$ cat src/hw/rtl/esd_pkg.sv
`timescale 1ns / 1ps
// Package for the escape sequence decoder: parse modes, character codes,
// the per-character result bundle and the hex digit decoder. No dependencies.
package esd_pkg;

  typedef enum logic [2:0] {
    MODE_NORMAL = 3'd0,
    MODE_ESC    = 3'd1,
    MODE_ZERO   = 3'd2,
    MODE_OCT    = 3'd3,
    MODE_HEX1   = 3'd4,
    MODE_HEX2   = 3'd5
  } mode_t;

  localparam logic [7:0] CH_BSLASH = 8'h5C;
  localparam logic [7:0] CH_N      = 8'h6E;
  localparam logic [7:0] CH_R      = 8'h72;
  localparam logic [7:0] CH_T      = 8'h74;
  localparam logic [7:0] CH_ZERO   = 8'h30;
  localparam logic [7:0] CH_X      = 8'h78;
  localparam logic [7:0] BYTE_LF   = 8'h0A;
  localparam logic [7:0] BYTE_CR   = 8'h0D;
  localparam logic [7:0] BYTE_TAB  = 8'h09;

  // Octal digits taken after the first one when the escape closes by itself.
  localparam logic [1:0] OCT_LAST_CNT = 2'd3;

  localparam int QUEUE_DEPTH = 4;
  localparam int QPTR_W      = $clog2(QUEUE_DEPTH);
  localparam int QCNT_W      = $clog2(QUEUE_DEPTH + 1);

  // Results caused by one character: up to two bytes, then an optional end marker.
  typedef struct packed {
    logic [7:0] b0;
    logic [7:0] b1;
    logic [1:0] nbytes;
    logic       last_end;
  } bundle_t;

  typedef struct packed {
    logic full;
    logic empty;
  } q_stat_t;

  // Returns {ok, value}; ok is low for a character that is not a hex digit.
  function automatic logic [4:0] hex_decode(input logic [7:0] c);
    logic [7:0] d;
    logic [4:0] r;
    r = 5'd0;
    if (c >= 8'h30 && c <= 8'h39) begin
      d = c - 8'h30;
      r = {1'b1, d[3:0]};
    end else if (c >= 8'h61 && c <= 8'h66) begin
      d = c - 8'h57;
      r = {1'b1, d[3:0]};
    end else if (c >= 8'h41 && c <= 8'h46) begin
      d = c - 8'h37;
      r = {1'b1, d[3:0]};
    end
    return r;
  endfunction

endpackage

$ cat src/hw/rtl/esd_ifs.sv
`timescale 1ns / 1ps
// Valid/ready channel interfaces for the escape sequence decoder:
// the character input channel and the decoded result channel. No dependencies.
interface esd_in_if;
  logic       valid;
  logic       ready;
  logic [7:0] in_char;
  logic       in_last;
  modport source (output valid, in_char, in_last, input ready);
  modport sink   (input valid, in_char, in_last, output ready);
endinterface

interface esd_out_if;
  logic       valid;
  logic       ready;
  logic [7:0] out_byte;
  logic       out_valid;
  logic       out_end;
  modport source (output valid, out_byte, out_valid, out_end, input ready);
  modport sink   (input valid, out_byte, out_valid, out_end, output ready);
endinterface

$ cat src/hw/rtl/esd_front.sv
`timescale 1ns / 1ps
// Front end of the escape sequence decoder: parse state machine that turns
// each accepted character into one result bundle. Depends on esd_pkg.
module esd_front (
  input  logic            clk,
  input  logic            rst_n,
  input  logic            accept,
  input  logic [7:0]      in_char,
  input  logic            in_last,
  output logic            push,
  output esd_pkg::bundle_t bnd
);
  import esd_pkg::*;

  mode_t      mode_r, mode_nxt;
  logic [7:0] acc_r, acc_nxt;
  logic [1:0] cnt_r, cnt_nxt;

  logic       is_oct;
  logic       plain;
  logic [7:0] oct_acc;
  logic [1:0] cnt_inc;
  logic [4:0] hx;

  always_ff @(posedge clk) begin
    if (!rst_n) begin
      mode_r <= MODE_NORMAL;
      acc_r  <= 8'd0;
      cnt_r  <= 2'd0;
    end else if (accept) begin
      mode_r <= mode_nxt;
      acc_r  <= acc_nxt;
      cnt_r  <= cnt_nxt;
    end
  end

  always_comb begin
    mode_nxt = mode_r;
    acc_nxt  = acc_r;
    cnt_nxt  = cnt_r;
    bnd      = '0;
    plain    = 1'b0;
    is_oct   = (in_char[7:3] == 5'b00110);
    oct_acc  = {acc_r[4:0], in_char[2:0]};
    cnt_inc  = cnt_r + 2'd1;
    hx       = hex_decode(in_char);

    unique case (mode_r) inside
      MODE_ESC: begin
        mode_nxt = MODE_NORMAL;
        acc_nxt  = 8'd0;
        cnt_nxt  = 2'd0;
        if (in_char == CH_N) begin
          bnd.b0 = BYTE_LF;
          bnd.nbytes = 2'd1;
        end else if (in_char == CH_R) begin
          bnd.b0 = BYTE_CR;
          bnd.nbytes = 2'd1;
        end else if (in_char == CH_T) begin
          bnd.b0 = BYTE_TAB;
          bnd.nbytes = 2'd1;
        end else if (in_char == CH_BSLASH) begin
          bnd.b0 = CH_BSLASH;
          bnd.nbytes = 2'd1;
        end else if (in_char == CH_ZERO) begin
          mode_nxt = MODE_ZERO;
        end else if (is_oct) begin
          mode_nxt = MODE_OCT;
          acc_nxt  = {5'd0, in_char[2:0]};
        end
        // Any other character after a backslash is dropped.
      end
      MODE_ZERO, MODE_OCT: begin
        if (mode_r == MODE_ZERO && in_char == CH_X) begin
          mode_nxt = MODE_HEX1;
          acc_nxt  = 8'd0;
        end else if (is_oct) begin
          if (cnt_inc == OCT_LAST_CNT) begin
            bnd.b0     = oct_acc;
            bnd.nbytes = 2'd1;
            mode_nxt   = MODE_NORMAL;
            acc_nxt    = 8'd0;
            cnt_nxt    = 2'd0;
          end else begin
            mode_nxt = MODE_OCT;
            acc_nxt  = oct_acc;
            cnt_nxt  = cnt_inc;
          end
        end else begin
          // A non-octal character closes the escape and is then ordinary text.
          bnd.b0     = acc_r;
          bnd.nbytes = 2'd1;
          mode_nxt   = MODE_NORMAL;
          acc_nxt    = 8'd0;
          cnt_nxt    = 2'd0;
          plain      = 1'b1;
        end
      end
      MODE_HEX1: begin
        if (hx[4]) begin
          mode_nxt = MODE_HEX2;
          acc_nxt  = {4'd0, hx[3:0]};
        end else begin
          mode_nxt = MODE_NORMAL;
          acc_nxt  = 8'd0;
          cnt_nxt  = 2'd0;
          plain    = 1'b1;
        end
      end
      MODE_HEX2: begin
        mode_nxt = MODE_NORMAL;
        acc_nxt  = 8'd0;
        cnt_nxt  = 2'd0;
        if (hx[4]) begin
          bnd.b0     = {acc_r[3:0], hx[3:0]};
          bnd.nbytes = 2'd1;
        end else begin
          plain = 1'b1;
        end
      end
      default: begin
        mode_nxt = MODE_NORMAL;
        acc_nxt  = 8'd0;
        cnt_nxt  = 2'd0;
        plain    = 1'b1;
      end
    endcase

    if (plain) begin
      if (in_char == CH_BSLASH) begin
        mode_nxt = MODE_ESC;
      end else if (bnd.nbytes == 2'd0) begin
        bnd.b0     = in_char;
        bnd.nbytes = 2'd1;
      end else begin
        bnd.b1     = in_char;
        bnd.nbytes = 2'd2;
      end
    end

    if (in_last) begin
      // A pending octal value is flushed; the escape can only be pending when
      // this character produced no byte of its own.
      if (mode_nxt == MODE_ZERO || mode_nxt == MODE_OCT) begin
        if (bnd.nbytes == 2'd0) begin
          bnd.b0     = acc_nxt;
          bnd.nbytes = 2'd1;
        end else begin
          bnd.b1     = acc_nxt;
          bnd.nbytes = 2'd2;
        end
      end
      mode_nxt     = MODE_NORMAL;
      acc_nxt      = 8'd0;
      cnt_nxt      = 2'd0;
      bnd.last_end = 1'b1;
    end
  end

  assign push = accept && ((bnd.nbytes != 2'd0) || bnd.last_end);

`ifndef SYNTH
  a_last_resets: assert property (@(posedge clk) disable iff (!rst_n)
    (accept && in_last) |=> (mode_r == MODE_NORMAL && acc_r == 8'd0 && cnt_r == 2'd0))
    else $error("state not cleared after the last character");
`endif

endmodule

$ cat src/hw/rtl/esd_fifo.sv
`timescale 1ns / 1ps
// Short register queue of result bundles between the decoder front and back.
// Depends on esd_pkg.
module esd_fifo (
  input  logic             clk,
  input  logic             rst_n,
  input  logic             push,
  input  esd_pkg::bundle_t wdata,
  input  logic             pop,
  output esd_pkg::bundle_t rdata,
  output esd_pkg::q_stat_t stat
);
  import esd_pkg::*;

  bundle_t           mem_r [QUEUE_DEPTH];
  logic [QPTR_W-1:0] wr_ptr_r, rd_ptr_r;
  logic [QCNT_W-1:0] cnt_r;

  assign stat.full  = (cnt_r == QCNT_W'(QUEUE_DEPTH));
  assign stat.empty = (cnt_r == '0);
  assign rdata      = mem_r[rd_ptr_r];

  always_ff @(posedge clk) begin
    if (push) begin
      mem_r[wr_ptr_r] <= wdata;
    end
  end

  always_ff @(posedge clk) begin
    if (!rst_n) begin
      wr_ptr_r <= '0;
      rd_ptr_r <= '0;
      cnt_r    <= '0;
    end else begin
      if (push) begin
        wr_ptr_r <= wr_ptr_r + QPTR_W'(1);
      end
      if (pop) begin
        rd_ptr_r <= rd_ptr_r + QPTR_W'(1);
      end
      if (push && !pop) begin
        cnt_r <= cnt_r + QCNT_W'(1);
      end else if (pop && !push) begin
        cnt_r <= cnt_r - QCNT_W'(1);
      end
    end
  end

`ifndef SYNTH
  a_no_overflow: assert property (@(posedge clk) disable iff (!rst_n)
    push |-> (!stat.full || pop))
    else $error("push into a full queue");
  a_no_underflow: assert property (@(posedge clk) disable iff (!rst_n)
    pop |-> !stat.empty)
    else $error("pop from an empty queue");
  a_count_bound: assert property (@(posedge clk) disable iff (!rst_n)
    cnt_r <= QCNT_W'(QUEUE_DEPTH))
    else $error("queue count above depth");
`endif

endmodule

$ cat src/hw/rtl/esd_back.sv
`timescale 1ns / 1ps
// Back end of the escape sequence decoder: walks the head bundle one result
// at a time into the output register. Depends on esd_pkg.
module esd_back (
  input  logic             clk,
  input  logic             rst_n,
  input  esd_pkg::bundle_t head,
  input  esd_pkg::q_stat_t stat,
  output logic             pop,
  input  logic             out_ready,
  output logic             out_vld,
  output logic [7:0]       out_byte,
  output logic             out_valid,
  output logic             out_end
);
  import esd_pkg::*;

  logic       vld_r;
  logic [7:0] byte_r;
  logic       bval_r;
  logic       end_r;
  logic [1:0] idx_r;

  logic       load;
  logic [1:0] total;
  logic       is_byte;

  assign load    = !vld_r || out_ready;
  assign total   = head.nbytes + {1'b0, head.last_end};
  assign is_byte = (idx_r < head.nbytes);
  assign pop     = load && !stat.empty && (idx_r == total - 2'd1);

  always_ff @(posedge clk) begin
    if (!rst_n) begin
      vld_r <= 1'b0;
      idx_r <= 2'd0;
    end else if (load) begin
      vld_r <= !stat.empty;
      if (!stat.empty) begin
        idx_r <= pop ? 2'd0 : idx_r + 2'd1;
      end
    end
  end

  always_ff @(posedge clk) begin
    if (load && !stat.empty) begin
      byte_r <= is_byte ? ((idx_r == 2'd0) ? head.b0 : head.b1) : 8'd0;
      bval_r <= is_byte;
      end_r  <= !is_byte;
    end
  end

  assign out_vld   = vld_r;
  assign out_byte  = byte_r;
  assign out_valid = bval_r;
  assign out_end   = end_r;

`ifndef SYNTH
  a_idx_has_head: assert property (@(posedge clk) disable iff (!rst_n)
    (idx_r != 2'd0) |-> !stat.empty)
    else $error("result index set with no bundle at the head");
`endif

endmodule

$ cat src/hw/rtl/escape_sequence_decoder_top.sv
`timescale 1ns / 1ps
// Top level of the escape sequence decoder: front parser, bundle queue and
// result serializer. Depends on esd_pkg, esd_ifs, esd_front, esd_fifo, esd_back.
//
//   Channel  Dir  Payload                          Transaction when
//   in_ch    in   in_char[7:0], in_last            in_ch.valid && in_ch.ready
//   out_ch   out  out_byte[7:0], out_valid, out_end out_ch.valid && out_ch.ready
//
// One character is accepted per cycle while the bundle queue has room; the
// front parser updates its state in that same cycle and queues the results.
// The output register delivers one result per cycle while out_ch.ready is
// high, so a character that causes two or three results holds the output
// longer; the four-entry queue absorbs such bursts. A result passes from the
// queue into the output register. Reset is synchronous and active low and
// clears the parser state, the queue pointers and the output valid; out_ch
// stalls back up through the queue into in_ch.ready only when the queue fills.
module escape_sequence_decoder_top (
  input  logic       clk,
  input  logic       rst_n,
  esd_in_if.sink     in_ch,
  esd_out_if.source  out_ch
);
  import esd_pkg::*;

  logic    accept;
  logic    push;
  logic    pop;
  bundle_t bnd;
  bundle_t head;
  q_stat_t stat;

  // The front takes a character whenever the queue can hold its bundle.
  assign in_ch.ready = !stat.full;
  assign accept      = in_ch.valid && !stat.full;

  esd_front u_front (
    .clk     (clk),
    .rst_n   (rst_n),
    .accept  (accept),
    .in_char (in_ch.in_char),
    .in_last (in_ch.in_last),
    .push    (push),
    .bnd     (bnd)
  );

  // Characters that cause no result (an opening backslash, a digit inside an
  // escape) push nothing, so the queue only holds work for the back end.
  esd_fifo u_fifo (
    .clk   (clk),
    .rst_n (rst_n),
    .push  (push),
    .wdata (bnd),
    .pop   (pop),
    .rdata (head),
    .stat  (stat)
  );

  esd_back u_back (
    .clk       (clk),
    .rst_n     (rst_n),
    .head      (head),
    .stat      (stat),
    .pop       (pop),
    .out_ready (out_ch.ready),
    .out_vld   (out_ch.valid),
    .out_byte  (out_ch.out_byte),
    .out_valid (out_ch.out_valid),
    .out_end   (out_ch.out_end)
  );

endmodule

$ cat src/flat_wrapper.sv
// flat-port wrapper written by rule: the top's interface ports become plain ports
module escape_sequence_decoder_top_flat import esd_pkg::*;
  (clk, rst_n, in_ch_valid, in_ch_in_char, in_ch_in_last, in_ch_ready, out_ch_valid, out_ch_out_byte, out_ch_out_valid, out_ch_out_end, out_ch_ready);
  esd_in_if in_ch_i ();
  esd_out_if out_ch_i ();
  input  logic clk;
  input  logic rst_n;
  input wire logic [$bits(in_ch_i.valid)-1:0] in_ch_valid;
  input wire logic [$bits(in_ch_i.in_char)-1:0] in_ch_in_char;
  input wire logic [$bits(in_ch_i.in_last)-1:0] in_ch_in_last;
  output wire logic [$bits(in_ch_i.ready)-1:0] in_ch_ready;
  output wire logic [$bits(out_ch_i.valid)-1:0] out_ch_valid;
  output wire logic [$bits(out_ch_i.out_byte)-1:0] out_ch_out_byte;
  output wire logic [$bits(out_ch_i.out_valid)-1:0] out_ch_out_valid;
  output wire logic [$bits(out_ch_i.out_end)-1:0] out_ch_out_end;
  input wire logic [$bits(out_ch_i.ready)-1:0] out_ch_ready;
  assign in_ch_i.valid = in_ch_valid;
  assign in_ch_i.in_char = in_ch_in_char;
  assign in_ch_i.in_last = in_ch_in_last;
  assign in_ch_ready = in_ch_i.ready;
  assign out_ch_valid = out_ch_i.valid;
  assign out_ch_out_byte = out_ch_i.out_byte;
  assign out_ch_out_valid = out_ch_i.out_valid;
  assign out_ch_out_end = out_ch_i.out_end;
  assign out_ch_i.ready = out_ch_ready;
  escape_sequence_decoder_top u_core (.clk(clk), .rst_n(rst_n), .in_ch(in_ch_i), .out_ch(out_ch_i));
endmodule
$ cat config.mk
export PLATFORM = sky130hd
export DESIGN_NAME = escape_sequence_decoder_top_flat
export DESIGN_NICKNAME = d
export VERILOG_FILES = /design/src/hw/rtl/esd_pkg.sv /design/src/hw/rtl/esd_ifs.sv /design/src/hw/rtl/esd_front.sv /design/src/hw/rtl/esd_fifo.sv /design/src/hw/rtl/esd_back.sv /design/src/hw/rtl/escape_sequence_decoder_top.sv /design/src/flat_wrapper.sv
export SDC_FILE = /design/constraint.sdc
export NUM_CORES = 1
export LEC_CHECK = 0
export ABC_AREA = 1
export BUFFER_PORTS_ARGS = -buffer_cell sky130_fd_sc_hd__buf_2
export CORE_MARGIN = 2
export CORE_UTILIZATION = 40
export CTS_CLUSTER_DIAMETER = 100
export CTS_CLUSTER_SIZE = 12
export DETAILED_ROUTE_END_ITERATION = 10
export SLEW_MARGIN = 20
export SYNTH_ARGS = -nofsm -noshare
export SYNTH_HDL_FRONTEND = slang
export SYNTH_SLANG_ARGS = --single-unit
$ cat constraint.sdc
create_clock -name clk -period 4.2 [get_ports clk]
set_input_delay 0.84 -clock clk [delete_from_list [all_inputs] [get_ports clk]]
set_output_delay 0.84 -clock clk [all_outputs]
set_load 0.05 [all_outputs]
[Yosys cells after proc, flatten, opt, wreduce, memory -nomap -nowiden]
Memory sizes are Yosys's and may differ from the RTL's. A register that Yosys moved wholly into a read port is not among the register bits.
Index checks and enable logic that the tools add are counted.
Cells by class
  eq/ne operators: 19
  bitwise gates (word level): 1
  mux-type cells: 75
  add/subtract/negate cells: 11
  reduce and logical (&&, ||, !) cells: 29
  $lt $le $gt $ge: 7
Operators with widths (count)
  2-to-1 mux 8 bit: 18
  2-to-1 mux 18 bit: 3
  one-hot mux 8 bit (3 select lines): 2
  2-to-1 mux 3 bit: 14
  equality test 8 x 7 -> 1 bit (second input constant): 5
  2-to-1 mux 2 bit: 19
  2-to-1 mux 19 bit: 1
  >= comparator 8 x 7 -> 1 bit (second input constant): 2
  less-or-equal comparator 8 x 7 -> 1 bit (second input constant): 2
  2-to-1 mux 5 bit: 3
  2-to-1 mux 7 bit: 2
  equality test 3 x 2 -> 1 bit (second input constant): 4
  logical AND 1 bit: 10
  equality test 3 bit (second input constant): 3
  one-hot mux 3 bit (3 select lines): 1
  adder 2 x 1 -> 2 bit (second input constant): 4
  equality test 8 x 6 -> 1 bit (second input constant): 1
  >= comparator 8 x 6 -> 1 bit (second input constant): 1
  less-or-equal comparator 8 x 6 -> 1 bit (second input constant): 1
  2-to-1 mux 1 bit: 8
  subtractor 4 x 3 -> 4 bit (second input constant): 2
  logical NOT 1 bit: 6
  logical NOT 2 bit: 3
  != test 3 bit (second input constant): 2
  21 further kinds: 25
Word-level totals
  memories kept: 1
  bits in registers: 33
  input bits: 13
  output and inout bits: 12
  memory bits (writable): 76
Memory list
  u_core.u_fifo.mem_r: depth 4, width 19, rd ports 1, clocked after Yosys merged registers in 1, write ports 1, line esd_fifo.sv:15  | bundle_t mem_r [QUEUE_DEPTH];

[Logic depth before layout (Yosys ltp)]
Gate-level depths: netlist of the first run.
  depth in word-level cells: 22
  gate-level depth with buffers: 22

[Hierarchy]
A second synthesis of the first run with hierarchy kept.
Second synthesis, totals
  cell total of the unflattened synthesis: 603
  area, all modules: 5625.4 µm²
Modules (own cells, without submodules)
  esd_fifo: area an instance 3299.4 µm², cells an instance 242, times used 1, sequential area each 2462.4 µm²
  esd_front: area an instance 1611.5 µm², cells an instance 281, times used 1, sequential area each 260.2 µm²
  esd_back: area an instance 700.7 µm², cells an instance 77, times used 1, sequential area each 360.3 µm²
  escape_sequence_decoder_top: area an instance 13.8 µm², cells an instance 3, times used 1, sequential area each 0.0 µm²

[Least setup slack after synthesis of the first run]
OpenSTA, ideal clock, no wires.
  kind: input to register
  start point: input port in_ch_in_char[1]
  end point: memory u_core.u_fifo.mem_r[0][0] (netlist bit), enable pin
  required time: 3805 ps
  buffers on the path: 0
  stages: 14
  library setup time: 395 ps
  slack: 688 ps
  data arrival time: 3117 ps
  cells stage by stage: inv_1 -> ha_1 -> nand2_1 -> nor2_1 -> nand2_1 -> nand2_1 -> inv_2 -> nand2_2 -> nand3_4 -> ha_1 -> nand2_1 -> nand4_4 -> nand2_2 -> nor2_1
Between the ends
  cells in the longest elaborated chain, start to end: 20
  elaborated cells between the ends (all ways): 55
  those cells by class: order compare: 6; eq/ne: 8; mux: 31; reduce/logical: 10
RTL lines
  start, declared: line flat_wrapper.sv:9  | input wire logic [$bits(in_ch_i.in_char)-1:0] in_ch_in_char;
  >= comparator 8 x 7 -> 1 bit or less-or-equal comparator 8 x 7 -> 1 bit (tied branches): line esd_pkg.sv:56  | end else if (c >= 8'h41 && c <= 8'h46) begin
  logical AND 1 bit: line esd_pkg.sv:56
  2-to-1 mux 5 bit: line esd_pkg.sv:56
  2-to-1 mux 5 bit: line esd_pkg.sv:53  | end else if (c >= 8'h61 && c <= 8'h66) begin
  2-to-1 mux 5 bit: line esd_pkg.sv:50  | if (c >= 8'h30 && c <= 8'h39) begin
  2-to-1 mux 1 bit: line esd_front.sv:114  | if (hx[4]) begin
  one-hot mux 2 bit (3 select lines): line esd_front.sv:48  | unique case (mode_r) inside
  logical NOT 2 bit: line esd_front.sv:132  | end else if (bnd.nbytes == 2'd0) begin
  (+4 left out)
  2-to-1 mux 2 bit: line esd_front.sv:145  | if (bnd.nbytes == 2'd0) begin
  2-to-1 mux 18 bit: line esd_front.sv:144  | if (mode_nxt == MODE_ZERO || mode_nxt == MODE_OCT) begin
  2-to-1 mux 19 bit *: line esd_front.sv:141  | if (in_last) begin
  nonzero test 2 bit *: line esd_front.sv:160  | assign push = accept && ((bnd.nbytes != 2'd0) || bnd.last_end);
  logical OR 1 bit *: line esd_front.sv:160
  logical AND 1 bit *: line esd_front.sv:160
  2-to-1 mux 1 bit *: line esd_fifo.sv:24  | if (push) begin
  2-to-1 mux 1 bit (not written as such) *: line esd_fifo.sv:25  | mem_r[wr_ptr_r] <= wdata;
  end, declared: line esd_fifo.sv:15
Every way passes the cells marked *; elsewhere a longest branch is shown, timed or not.

[Worst setup path in the final report of the first run]
  start point: input port in_ch_in_char[0]
  end point: register u_core.u_fifo.cnt_r[2]
Between the ends
  cells in the longest elaborated chain, start to end: 21
  elaborated cells between the ends (all ways): 58
  those cells by class: order compare: 6; eq/ne: 8; mux: 30; reduce/logical: 14
RTL lines
  >= comparator 8 x 7 -> 1 bit or less-or-equal comparator 8 x 7 -> 1 bit (tied branches): line esd_pkg.sv:56
  logical AND 1 bit: line esd_pkg.sv:56
  2-to-1 mux 5 bit: line esd_pkg.sv:56
  2-to-1 mux 5 bit: line esd_pkg.sv:53
  2-to-1 mux 5 bit: line esd_pkg.sv:50
  2-to-1 mux 1 bit: line esd_front.sv:114
  one-hot mux 2 bit (3 select lines): line esd_front.sv:48
  logical NOT 2 bit: line esd_front.sv:132
  (+6 left out)
  2-to-1 mux 19 bit *: line esd_front.sv:141
  nonzero test 2 bit *: line esd_front.sv:160
  logical OR 1 bit *: line esd_front.sv:160
  logical AND 1 bit *: line esd_front.sv:160
  named net u_core.push: line escape_sequence_decoder_top.sv:26  | logic push;
  logical NOT 1 bit: line esd_fifo.sv:43  | end else if (pop && !push) begin
  logical AND 1 bit: line esd_fifo.sv:43
  nonzero test 2 bit (no source line)
  end signal, assigned: line esd_fifo.sv:42  | cnt_r <= cnt_r + QCNT_W'(1);
  end signal, assigned: line esd_fifo.sv:44  | cnt_r <= cnt_r - QCNT_W'(1);
  end, declared: line esd_fifo.sv:17  | logic [QCNT_W-1:0] cnt_r;
Mark *: on every way through the listed nets, which the timed path passes. The rest lies on a longest branch.
A chain may end at the register's enable or synchronous reset.

==> results of run 1 <==
## per-stage QoR
step                      setup slack (ps)  util [%]  std cells  hold WS (ps)  power [uW]
after CTS                              647      45.9        775           482        3420
final                                  621      45.9        775           480        3380
after floorplan                        688         -        570           436        2150
after detailed placement               287      43.2        759           467        2420
after global placement                 391      43.2        759           450        2400
after global routing                   253      45.9        775           506        3570
## layer usage
layer / track usage, % / up-vias
li1: - / 2007
met4: 6.69 / 0
met1: 23.6 / 1906
met5: 0 / -
met2: 31.1 / 74
met3: 3.09 / 16
## critical path: cells and delay by family
family                   cells  cell delay, ps
AO/OA/AOI/OAI                2             180
adder cells (fa/ha/maj)      4            1100
buffers and inverters        4             460
AND/OR/NAND/NOR             12            1280
## logic make-up (layout without fill, tap and decap cells)
group | after synthesis | count (layout) | share of synthesized area, %
and+or+nand+nor | 230 | 230 | 19.0
buffers and inverters | 81 | 110 | 5.90
adders and majority gates | 15 | 15 | 3.64
xor gates and xnor gates | 4 | 4 | 0.653
DFF | 111 | 111 | 57.4
AOI/OAI and AO/OA | 129 | 129 | 13.4
## registers in the layout, indices dropped and copies added (netlist names), named ones only
name and count:
u_core.u_front.cnt_r 2, u_core.u_fifo.mem_r 76, u_core.u_back.out_end 1, u_core.u_fifo.cnt_r 3, u_core.u_front.mode_r 3, u_core.u_back.out_valid 1
u_core.u_back.out_vld 1, u_core.u_back.idx_r 2, u_core.u_fifo.rd_ptr_r 2, u_core.u_front.acc_r 8, u_core.u_back.out_byte 8, u_core.u_fifo.wr_ptr_r 2
## where the power goes
group | internal [uW] | total [uW] | switching [uW]
sequential | 1370 | 1420 | 45.1
clock | 592 | 997 | 405
combinational | 260 | 964 | 704
## area by class of cell
cell class	count	area share [%]
Sequential cell	111	51.0
Tap cell	176	3.64
Clock inverter	7	2.07
Clock buffer	9	3.72
Multi-Input combinational cell	378	32.6
Timing Repair Buffer	33	3.10
Inverter	61	3.87
## synthesized netlist by cell type (all sizes together)
| cell | count |
|---|---|
| nand2 | 109 |
| edfxtp | 86 |
| nor2 | 74 |
| inv | 60 |
| o21ai | 55 |
| nand3 | 37 |
| a21oi | 36 |
| dfxtp | 25 |
| o22ai | 18 |
| ha | 14 |
| clkbuf | 12 |
| o211ai | 9 |
| buf | 8 |
| nor3 | 5 |
| xor2 | 4 |
| a31oi | 3 |
| nand4 | 3 |
| a211oi | 2 |
| a211o | 1 |
| a21o | 1 |
| a32o | 1 |
| clkinv | 1 |
| fa | 1 |
| nand3b | 1 |
| o2111ai | 1 |
| o21a | 1 |
| o31ai | 1 |
| or2 | 1 |
## final timing paths
kind	from	endpoint	slack [ps]	depth (start not counted)
max	in_ch_in_char[0]	u_core.u_fifo.cnt_r[2]	620	22
min	u_core.u_front.mode_r[2]	u_core.u_front.mode_r[2]	480	2
max reg2reg	register	u_core.u_fifo.cnt_r[2]	1240	15
min reg2reg	u_core.u_front.mode_r[2]	u_core.u_front.mode_r[2]	480	2
==> impl_metrics.prom, run 1 <==
# TYPE chip_impl_metric gauge
chip_impl_metric{name="route.detailed.wl_per_inst",unit="um"} 16.0
chip_impl_metric{name="final.period_utilization",unit="%"} 85.2
chip_impl_metric{name="post-route-cell-area",unit="um2"} 6050
chip_impl_info{name="synth_top_cells_by_area",value="sky130_fd_sc_hd__edfxtp_1 48%, sky130_fd_sc_hd__dfxtp_1 9.3%, sky130_fd_sc_hd__nand2_1 7.0%"} 1
chip_impl_metric{name="achievable-frequency",unit="MHz"} 279
chip_impl_metric{name="power_density",unit="nW/um2"} 559
chip_impl_metric{name="cts_hold_buffers",unit=""} 0
chip_impl_info{name="top_signal_layer_used",value="met4"} 1
chip_impl_info{name="hold_path.class",value="register to register"} 1
chip_impl_metric{name="slew_headroom",unit="%"} 52.3
chip_impl_info{name="status",value="finished clean"} 1
chip_impl_metric{name="grt_overflow_total",unit=""} 0
chip_impl_info{name="setup.worst_path.end_class",value="register"} 1
chip_impl_metric{name="count_of_nets_after_finishing",unit=""} 622
chip_impl_metric{name="drtAntennaViolNets",unit=""} 0
chip_impl_metric{name="core_area",unit="um2"} 13200
chip_impl_metric{name="clk_latency",unit="ps"} 350
chip_impl_metric{name="placed_cell_areas",unit="um2"} 5700
chip_impl_metric{name="length_of_routed_met2_wiring",unit="mm"} 6.14
chip_impl_metric{name="synthesized_nets",unit=""} 598
chip_impl_metric{name="h_tree_depth",unit=""} 3
chip_impl_metric{name="worstPathMaxFanout",unit=""} 8
chip_impl_metric{name="die_h",unit="um"} 120
chip_impl_metric{name="ys_warn_count",unit=""} 0
chip_impl_metric{name="via_density",unit=""} 5.17
chip_impl_metric{name="gr-usage-all-layers",unit="%"} 18.3
chip_impl_metric{name="global_placement_routability_congestion",unit=""} 0.951
chip_impl_metric{name="area_growth_syn_to_layout",unit="%"} 12.7
chip_impl_metric{name="initialDrtViolationCount",unit=""} 290
chip_impl_metric{name="area.sequential",unit="um2"} 3080
chip_impl_metric{name="clock_path_buffers",unit=""} 2
chip_impl_metric{name="worst_ep_arrival_time",unit="ps"} 3860
chip_impl_metric{name="hold_violations",unit=""} 0
chip_impl_metric{name="floorplan.die_area",unit="um2"} 14400
chip_impl_metric{name="skew",unit="ps"} 8.04
chip_impl_metric{name="wl_met1",unit="mm"} 5.59
chip_impl_metric{name="cts_num_sinks",unit=""} 111
chip_impl_metric{name="routed-wl-met3",unit="um"} 403
chip_impl_metric{name="antennaDiodeCount",unit=""} 0
chip_impl_metric{name="post_cts.resized_instances",unit=""} 0
chip_impl_metric{name="grt_antenna_before_repair",unit=""} 0
chip_impl_metric{name="cts_made_buffers",unit=""} 9
chip_impl_metric{name="worst-endpoint-required",unit="ps"} 4490
chip_impl_info{name="clock_tree_from_tritoncts",value="yes"} 1
chip_impl_info{name="most-common-layout-cells",value="100 x sky130_fd_sc_hd__nand2_1, 86 x sky130_fd_sc_hd__edfxtp_1, 71 x sky130_fd_sc_hd__nor2_1, 54 x sky130_fd_sc_hd__o21ai_0, 53 x sky130_fd_sc_hd__inv_1"} 1
chip_impl_metric{name="vdd.ir_drop.worst",unit="uV"} 202
chip_impl_metric{name="clock_transition_at_the_register_clock_pins_on_the_worst_setup_and_hold_paths_after_cts",unit="ps"} 70
chip_impl_metric{name="drv.max_cap_violation_count",unit=""} 0
chip_impl_metric{name="timing_worst_slew_pin_value",unit="ps"} 713
chip_impl_metric{name="synth.avg_cell_area",unit="um2"} 9.41
chip_impl_metric{name="die_w",unit="um"} 120
chip_impl_metric{name="multi_input_comb_area",unit="um2"} 1970
chip_impl_info{name="critical_path_class",value="input pin to register"} 1
chip_impl_metric{name="dpl.hpwl",unit="mm"} 8.65
chip_impl_metric{name="cpPeakStageDelay",unit="ps"} 450
chip_impl_info{name="layout_commonest_cell",value="sky130_fd_sc_hd__nand2_1"} 1
chip_impl_metric{name="grt_start_max_net_pins",unit=""} 39
chip_impl_metric{name="num-fill-cells",unit=""} 1262
chip_impl_metric{name="slew_violations",unit=""} 0
chip_impl_metric{name="fraction_of_layout_instances_using_a_drive_strength_above_1",unit="%"} 12.5
chip_impl_info{name="worstPathCellList",value="buf_2 > inv_1 > ha_1 > nor2_1 > nand2_1 > nand3_2 > nand2_1 > nand2_2 > nand3_4 > ha_1 > nand2_1 > nand4_4 > nand2_2 > inv_1 > ha_1 > inv_1 > fa_1 > nor2_1 > nor2_1 > nand2_1 > o21ai_0 > a21oi_1"} 1
chip_impl_metric{name="port-buffer-count",unit=""} 24
chip_impl_info{name="cts.root.buffer_cell",value="sky130_fd_sc_hd__clkbuf_16"} 1
chip_impl_metric{name="first_pass_grt_wire_length",unit="mm"} 20.0
chip_impl_metric{name="wl_final",unit="mm"} 12.4
chip_impl_metric{name="ios",unit=""} 25
chip_impl_metric{name="report.final.setup_viol",unit=""} 0
chip_impl_metric{name="via_count",unit=""} 4003
chip_impl_info{name="critical-path-slowest-cell",value="sky130_fd_sc_hd__fa_1"} 1
chip_impl_info{name="synth.largest_area_cell",value="sky130_fd_sc_hd__edfxtp_1"} 1
chip_impl_metric{name="post_syn_instances",unit=""} 570
chip_impl_metric{name="total_leakage_power",unit="uW"} 0.00239
chip_impl_metric{name="grt_pass1_vias",unit=""} 3872
chip_impl_metric{name="syn-cell-area",unit="um2"} 5370
chip_impl_metric{name="min_period",unit="ps"} 3580
chip_impl_metric{name="ys_ff_latch",unit=""} 111
chip_impl_metric{name="start_util",unit="%"} 40.7
chip_impl_info{name="setup_repair_after_global_routing_missed_its_margin",value="no"} 1
chip_impl_metric{name="final_total_negative_setup_slack",unit="ps"} 0
chip_impl_metric{name="row_count",unit=""} 42
chip_impl_metric{name="drc",unit=""} 0
chip_impl_metric{name="postCtsSetupBuffers",unit=""} 0
chip_impl_metric{name="yosysSeqAreaShare",unit="%"} 57.4
chip_impl_info{name="worst_setup_path_start_kind",value="input pin"} 1
chip_impl_metric{name="drt_pass1_iterations",unit=""} 4
chip_impl_metric{name="synth_top_area_share",unit="%"} 48.1
chip_impl_info{name="path_common_cell",value="sky130_fd_sc_hd__nand2_1"} 1
chip_impl_metric{name="post_synth_num_cell_types",unit=""} 38
Note: power is estimated with default switching activity, not from simulation.
==> run 2: changes to the inputs <==
--- a/config.mk
+++ b/config.mk
@@ -9,8 +9,8 @@
 export BUFFER_PORTS_ARGS = -buffer_cell sky130_fd_sc_hd__buf_2
 export CORE_MARGIN = 2
 export CORE_UTILIZATION = 40
+export CTS_BUF_LIST = sky130_fd_sc_hd__clkbuf_4
 export CTS_CLUSTER_DIAMETER = 100
-export CTS_CLUSTER_SIZE = 12
 export DETAILED_ROUTE_END_ITERATION = 10
 export SLEW_MARGIN = 20
 export SYNTH_ARGS = -nofsm -noshare
==> run 2 against run 1 <==
Effect of this change: clock skew is 6.6 ps higher; critical path depth stayed put; via count is 0.70% higher; final cell count is 0.13% higher; non-clock buffer count stayed put; setup slack better by 120 ps; die area stayed put; sequential cell count stayed put; critical path type unchanged; critical endpoint unchanged; largest power group unchanged.
==> impl_metrics.prom, run 2 (same netlist as run 1, synthesis figures left out) <==
# TYPE chip_impl_metric gauge
chip_impl_metric{name="skew",unit="ps"} 14.7
chip_impl_metric{name="slew_violations",unit=""} 0
chip_impl_info{name="most-common-layout-cells",value="100 x sky130_fd_sc_hd__nand2_1, 86 x sky130_fd_sc_hd__edfxtp_1, 71 x sky130_fd_sc_hd__nor2_1, 54 x sky130_fd_sc_hd__o21ai_0, 53 x sky130_fd_sc_hd__inv_1"} 1
chip_impl_metric{name="report.final.setup_viol",unit=""} 0
chip_impl_info{name="cts.root.buffer_cell",value="sky130_fd_sc_hd__clkbuf_4"} 1
chip_impl_metric{name="postCtsSetupBuffers",unit=""} 0
chip_impl_metric{name="timing.hold.worst_path_depth",unit=""} 2
chip_impl_metric{name="drv.max_cap_violation_count",unit=""} 0
chip_impl_metric{name="intPower",unit="uW"} 1940
chip_impl_metric{name="core_area",unit="um2"} 13200
chip_impl_metric{name="via_count",unit=""} 4031
chip_impl_metric{name="floorplan.die_area",unit="um2"} 14400
chip_impl_metric{name="vdd.ir_drop.worst",unit="uV"} 153
chip_impl_metric{name="ios",unit=""} 25
chip_impl_metric{name="total_leakage_power",unit="uW"} 0.00232
chip_impl_metric{name="clock_transition_at_the_register_clock_pins_on_the_worst_setup_and_hold_paths_after_cts",unit="ps"} 160
chip_impl_metric{name="power.switching_fraction",unit="%"} 36.7
chip_impl_metric{name="drt_pass1_iterations",unit=""} 4
chip_impl_info{name="hold_path.class",value="register to register"} 1
chip_impl_metric{name="power_density",unit="nW/um2"} 520
chip_impl_info{name="clock_tree_from_tritoncts",value="yes"} 1
chip_impl_metric{name="clk_latency",unit="ps"} 480
chip_impl_metric{name="cts_made_buffers",unit=""} 9
chip_impl_metric{name="count_of_nets_after_finishing",unit=""} 622
chip_impl_metric{name="slew_headroom",unit="%"} 52.3
chip_impl_info{name="registers.top_by_ff_count",value="u_core.u_fifo.mem_r"} 1
chip_impl_metric{name="worst_r2r_path_depth",unit=""} 15
chip_impl_metric{name="h_tree_depth",unit=""} 3
chip_impl_info{name="hold_path_end",value="u_core.u_front.mode_r[2]"} 1
chip_impl_metric{name="total_power",unit="uW"} 3070
chip_impl_metric{name="area_growth_syn_to_layout",unit="%"} 9.82
chip_impl_metric{name="die_h",unit="um"} 120
chip_impl_metric{name="die_w",unit="um"} 120
chip_impl_metric{name="fraction_of_layout_instances_using_a_drive_strength_above_1",unit="%"} 12.5
chip_impl_metric{name="cts_hold_buffers",unit=""} 0
chip_impl_metric{name="global_placement_routability_congestion",unit=""} 0.951
chip_impl_metric{name="min_period",unit="ps"} 3460
chip_impl_metric{name="power.switching",unit="uW"} 1120
chip_impl_metric{name="clock_path_buffers",unit=""} 2
chip_impl_metric{name="worstPathMaxFanout",unit=""} 8
chip_impl_info{name="setup_repair_after_global_routing_missed_its_margin",value="no"} 1
chip_impl_metric{name="gr-usage-all-layers",unit="%"} 18.3
chip_impl_metric{name="achievable-frequency",unit="MHz"} 289
chip_impl_info{name="layout_commonest_cell",value="sky130_fd_sc_hd__nand2_1"} 1
chip_impl_metric{name="grt_antenna_before_repair",unit=""} 1
chip_impl_metric{name="timing_worst_slew_pin_value",unit="ps"} 713
chip_impl_metric{name="sequential_share_of_power",unit="%"} 46.2
chip_impl_info{name="critical_path_class",value="input pin to register"} 1
chip_impl_metric{name="cts_num_sinks",unit=""} 111
chip_impl_metric{name="final_total_negative_setup_slack",unit="ps"} 0
chip_impl_metric{name="via_density",unit=""} 5.19
chip_impl_metric{name="dpl.hpwl",unit="mm"} 8.65
chip_impl_metric{name="row_count",unit=""} 42
chip_impl_metric{name="grt_overflow_total",unit=""} 0
chip_impl_metric{name="grt_start_max_net_pins",unit=""} 39
chip_impl_metric{name="post_cts.resized_instances",unit=""} 0
chip_impl_metric{name="route.detailed.wl_per_inst",unit="um"} 16.0
chip_impl_metric{name="drtAntennaViolNets",unit=""} 0
chip_impl_info{name="setup.worst_path.end_class",value="register"} 1
chip_impl_metric{name="final.period_utilization",unit="%"} 82.3
chip_impl_metric{name="regToRegSetupSlack",unit="ps"} 1230
chip_impl_metric{name="port-buffer-count",unit=""} 24
chip_impl_metric{name="grt_pass1_vias",unit=""} 3864
chip_impl_metric{name="wl_final",unit="mm"} 12.4
chip_impl_info{name="worst_setup_path_start_kind",value="input pin"} 1
chip_impl_metric{name="drc",unit=""} 0
chip_impl_metric{name="post-route-cell-area",unit="um2"} 5890
chip_impl_info{name="status",value="finished clean"} 1
chip_impl_metric{name="initialDrtViolationCount",unit=""} 268
chip_impl_info{name="r2r-end",value="u_core.u_fifo.cnt_r[2]"} 1
chip_impl_metric{name="first_pass_grt_wire_length",unit="mm"} 20.0
chip_impl_metric{name="worst_ep_arrival_time",unit="ps"} 3880
chip_impl_metric{name="pwr-share-comb",unit="%"} 31.5
chip_impl_metric{name="worst-endpoint-required",unit="ps"} 4620
chip_impl_metric{name="start_util",unit="%"} 40.7
chip_impl_info{name="hold_startpoint",value="u_core.u_front.mode_r[2]"} 1
chip_impl_metric{name="placed_cell_areas",unit="um2"} 5700
chip_impl_metric{name="clock_group_share_of_total_power",unit="%"} 22.3
chip_impl_metric{name="hold_violations",unit=""} 0
chip_impl_metric{name="largest_reg_flops",unit=""} 76
==> run 2: changes by cell type in the layout (fill, tap and decap cells not counted) <==
cell	change
sky130_fd_sc_hd__clkbuf_16	-9
sky130_fd_sc_hd__clkbuf_4	+9
sky130_fd_sc_hd__diode_2	+1
==> run 2: final cells by class <==
type / count / area, um2
antenna: 1 / 2.50
clock buffer: 9 / 67.6
clock inverter: 7 / 125
fill: 1276 / 7300
inverter: 61 / 234
multi-input combinational: 378 / 1970
sequential: 111 / 3080
tap: 176 / 220
timing repair buffer: 33 / 188
==> run 2: worst max path at each step <==
| stage | from | endpoint | cells past startpoint |
|---|---|---|---|
| 2_1_floorplan | in_ch_in_char[1] | u_core.u_fifo.mem_r[0][0] | 14 |
| 3_3_place_gp | in_ch_in_char[0] | u_core.u_fifo.cnt_r[2] | 23 |
| 3_5_place_dp | in_ch_in_char[0] | u_core.u_fifo.cnt_r[2] | 22 |
| 4_1_cts | in_ch_in_char[0] | u_core.u_fifo.cnt_r[2] | 22 |
| 5_1_grt | in_ch_in_char[1] | u_core.u_fifo.cnt_r[2] | 23 |
| 6_report | in_ch_in_char[0] | u_core.u_fifo.cnt_r[2] | 22 |
==> run 2: through the flow <==
stage | hold slack [ps] | setup slack, ps | std cells | util, %
3_3_place_gp | 450 | 391 | 759 | 43.2
6_report | 491 | 744 | 776 | 44.7
3_5_place_dp | 467 | 287 | 759 | 43.2
4_1_cts | 492 | 804 | 775 | 44.7
2_1_floorplan | 436 | 688 | 570 | -
5_1_grt | 517 | 421 | 776 | 44.7
==> run 2: routing by layer <==
metal | up-vias | part of all wire (%) | track usage, % | routed length, um
met4 | 0 | 1.7 | 6.25 | 216
li1 | 2003 | - | - | -
met3 | 19 | 3.4 | 3.09 | 417
met5 | - | 0 | 0 | 0
met1 | 1929 | 46 | 23.7 | 5670
met2 | 80 | 49 | 30.9 | 6120
==> run 2: critical path: stages <==
cell,delay [ps]
sky130_fd_sc_hd__buf_2,190
sky130_fd_sc_hd__inv_1,140
sky130_fd_sc_hd__ha_1,240
sky130_fd_sc_hd__nor2_1,110
sky130_fd_sc_hd__nand2_1,70
sky130_fd_sc_hd__nand3_2,130
sky130_fd_sc_hd__nand2_1,130
sky130_fd_sc_hd__nand2_2,170
sky130_fd_sc_hd__nand3_4,120
sky130_fd_sc_hd__ha_1,290
sky130_fd_sc_hd__nand2_1,100
sky130_fd_sc_hd__nand4_4,140
sky130_fd_sc_hd__nand2_2,90
sky130_fd_sc_hd__inv_1,70
sky130_fd_sc_hd__ha_1,130
sky130_fd_sc_hd__inv_1,70
sky130_fd_sc_hd__fa_1,450
sky130_fd_sc_hd__nor2_1,110
sky130_fd_sc_hd__nor2_1,40
sky130_fd_sc_hd__nand2_1,80
sky130_fd_sc_hd__o21ai_0,70
sky130_fd_sc_hd__a21oi_1,110
==> run 2: power groups by stage <==
| stage | logic, uW | registers, uW | clock network, uW |
|---|---|---|---|
| 5_1_grt | 1080 | 1430 | 739 |
| 4_1_cts | 979 | 1420 | 698 |
| 3_3_place_gp | 961 | 1440 | 0 |
| 3_5_place_dp | 976 | 1440 | 0 |
| 6_report | 965 | 1420 | 684 |
| 2_1_floorplan | 516 | 1640 | 0 |
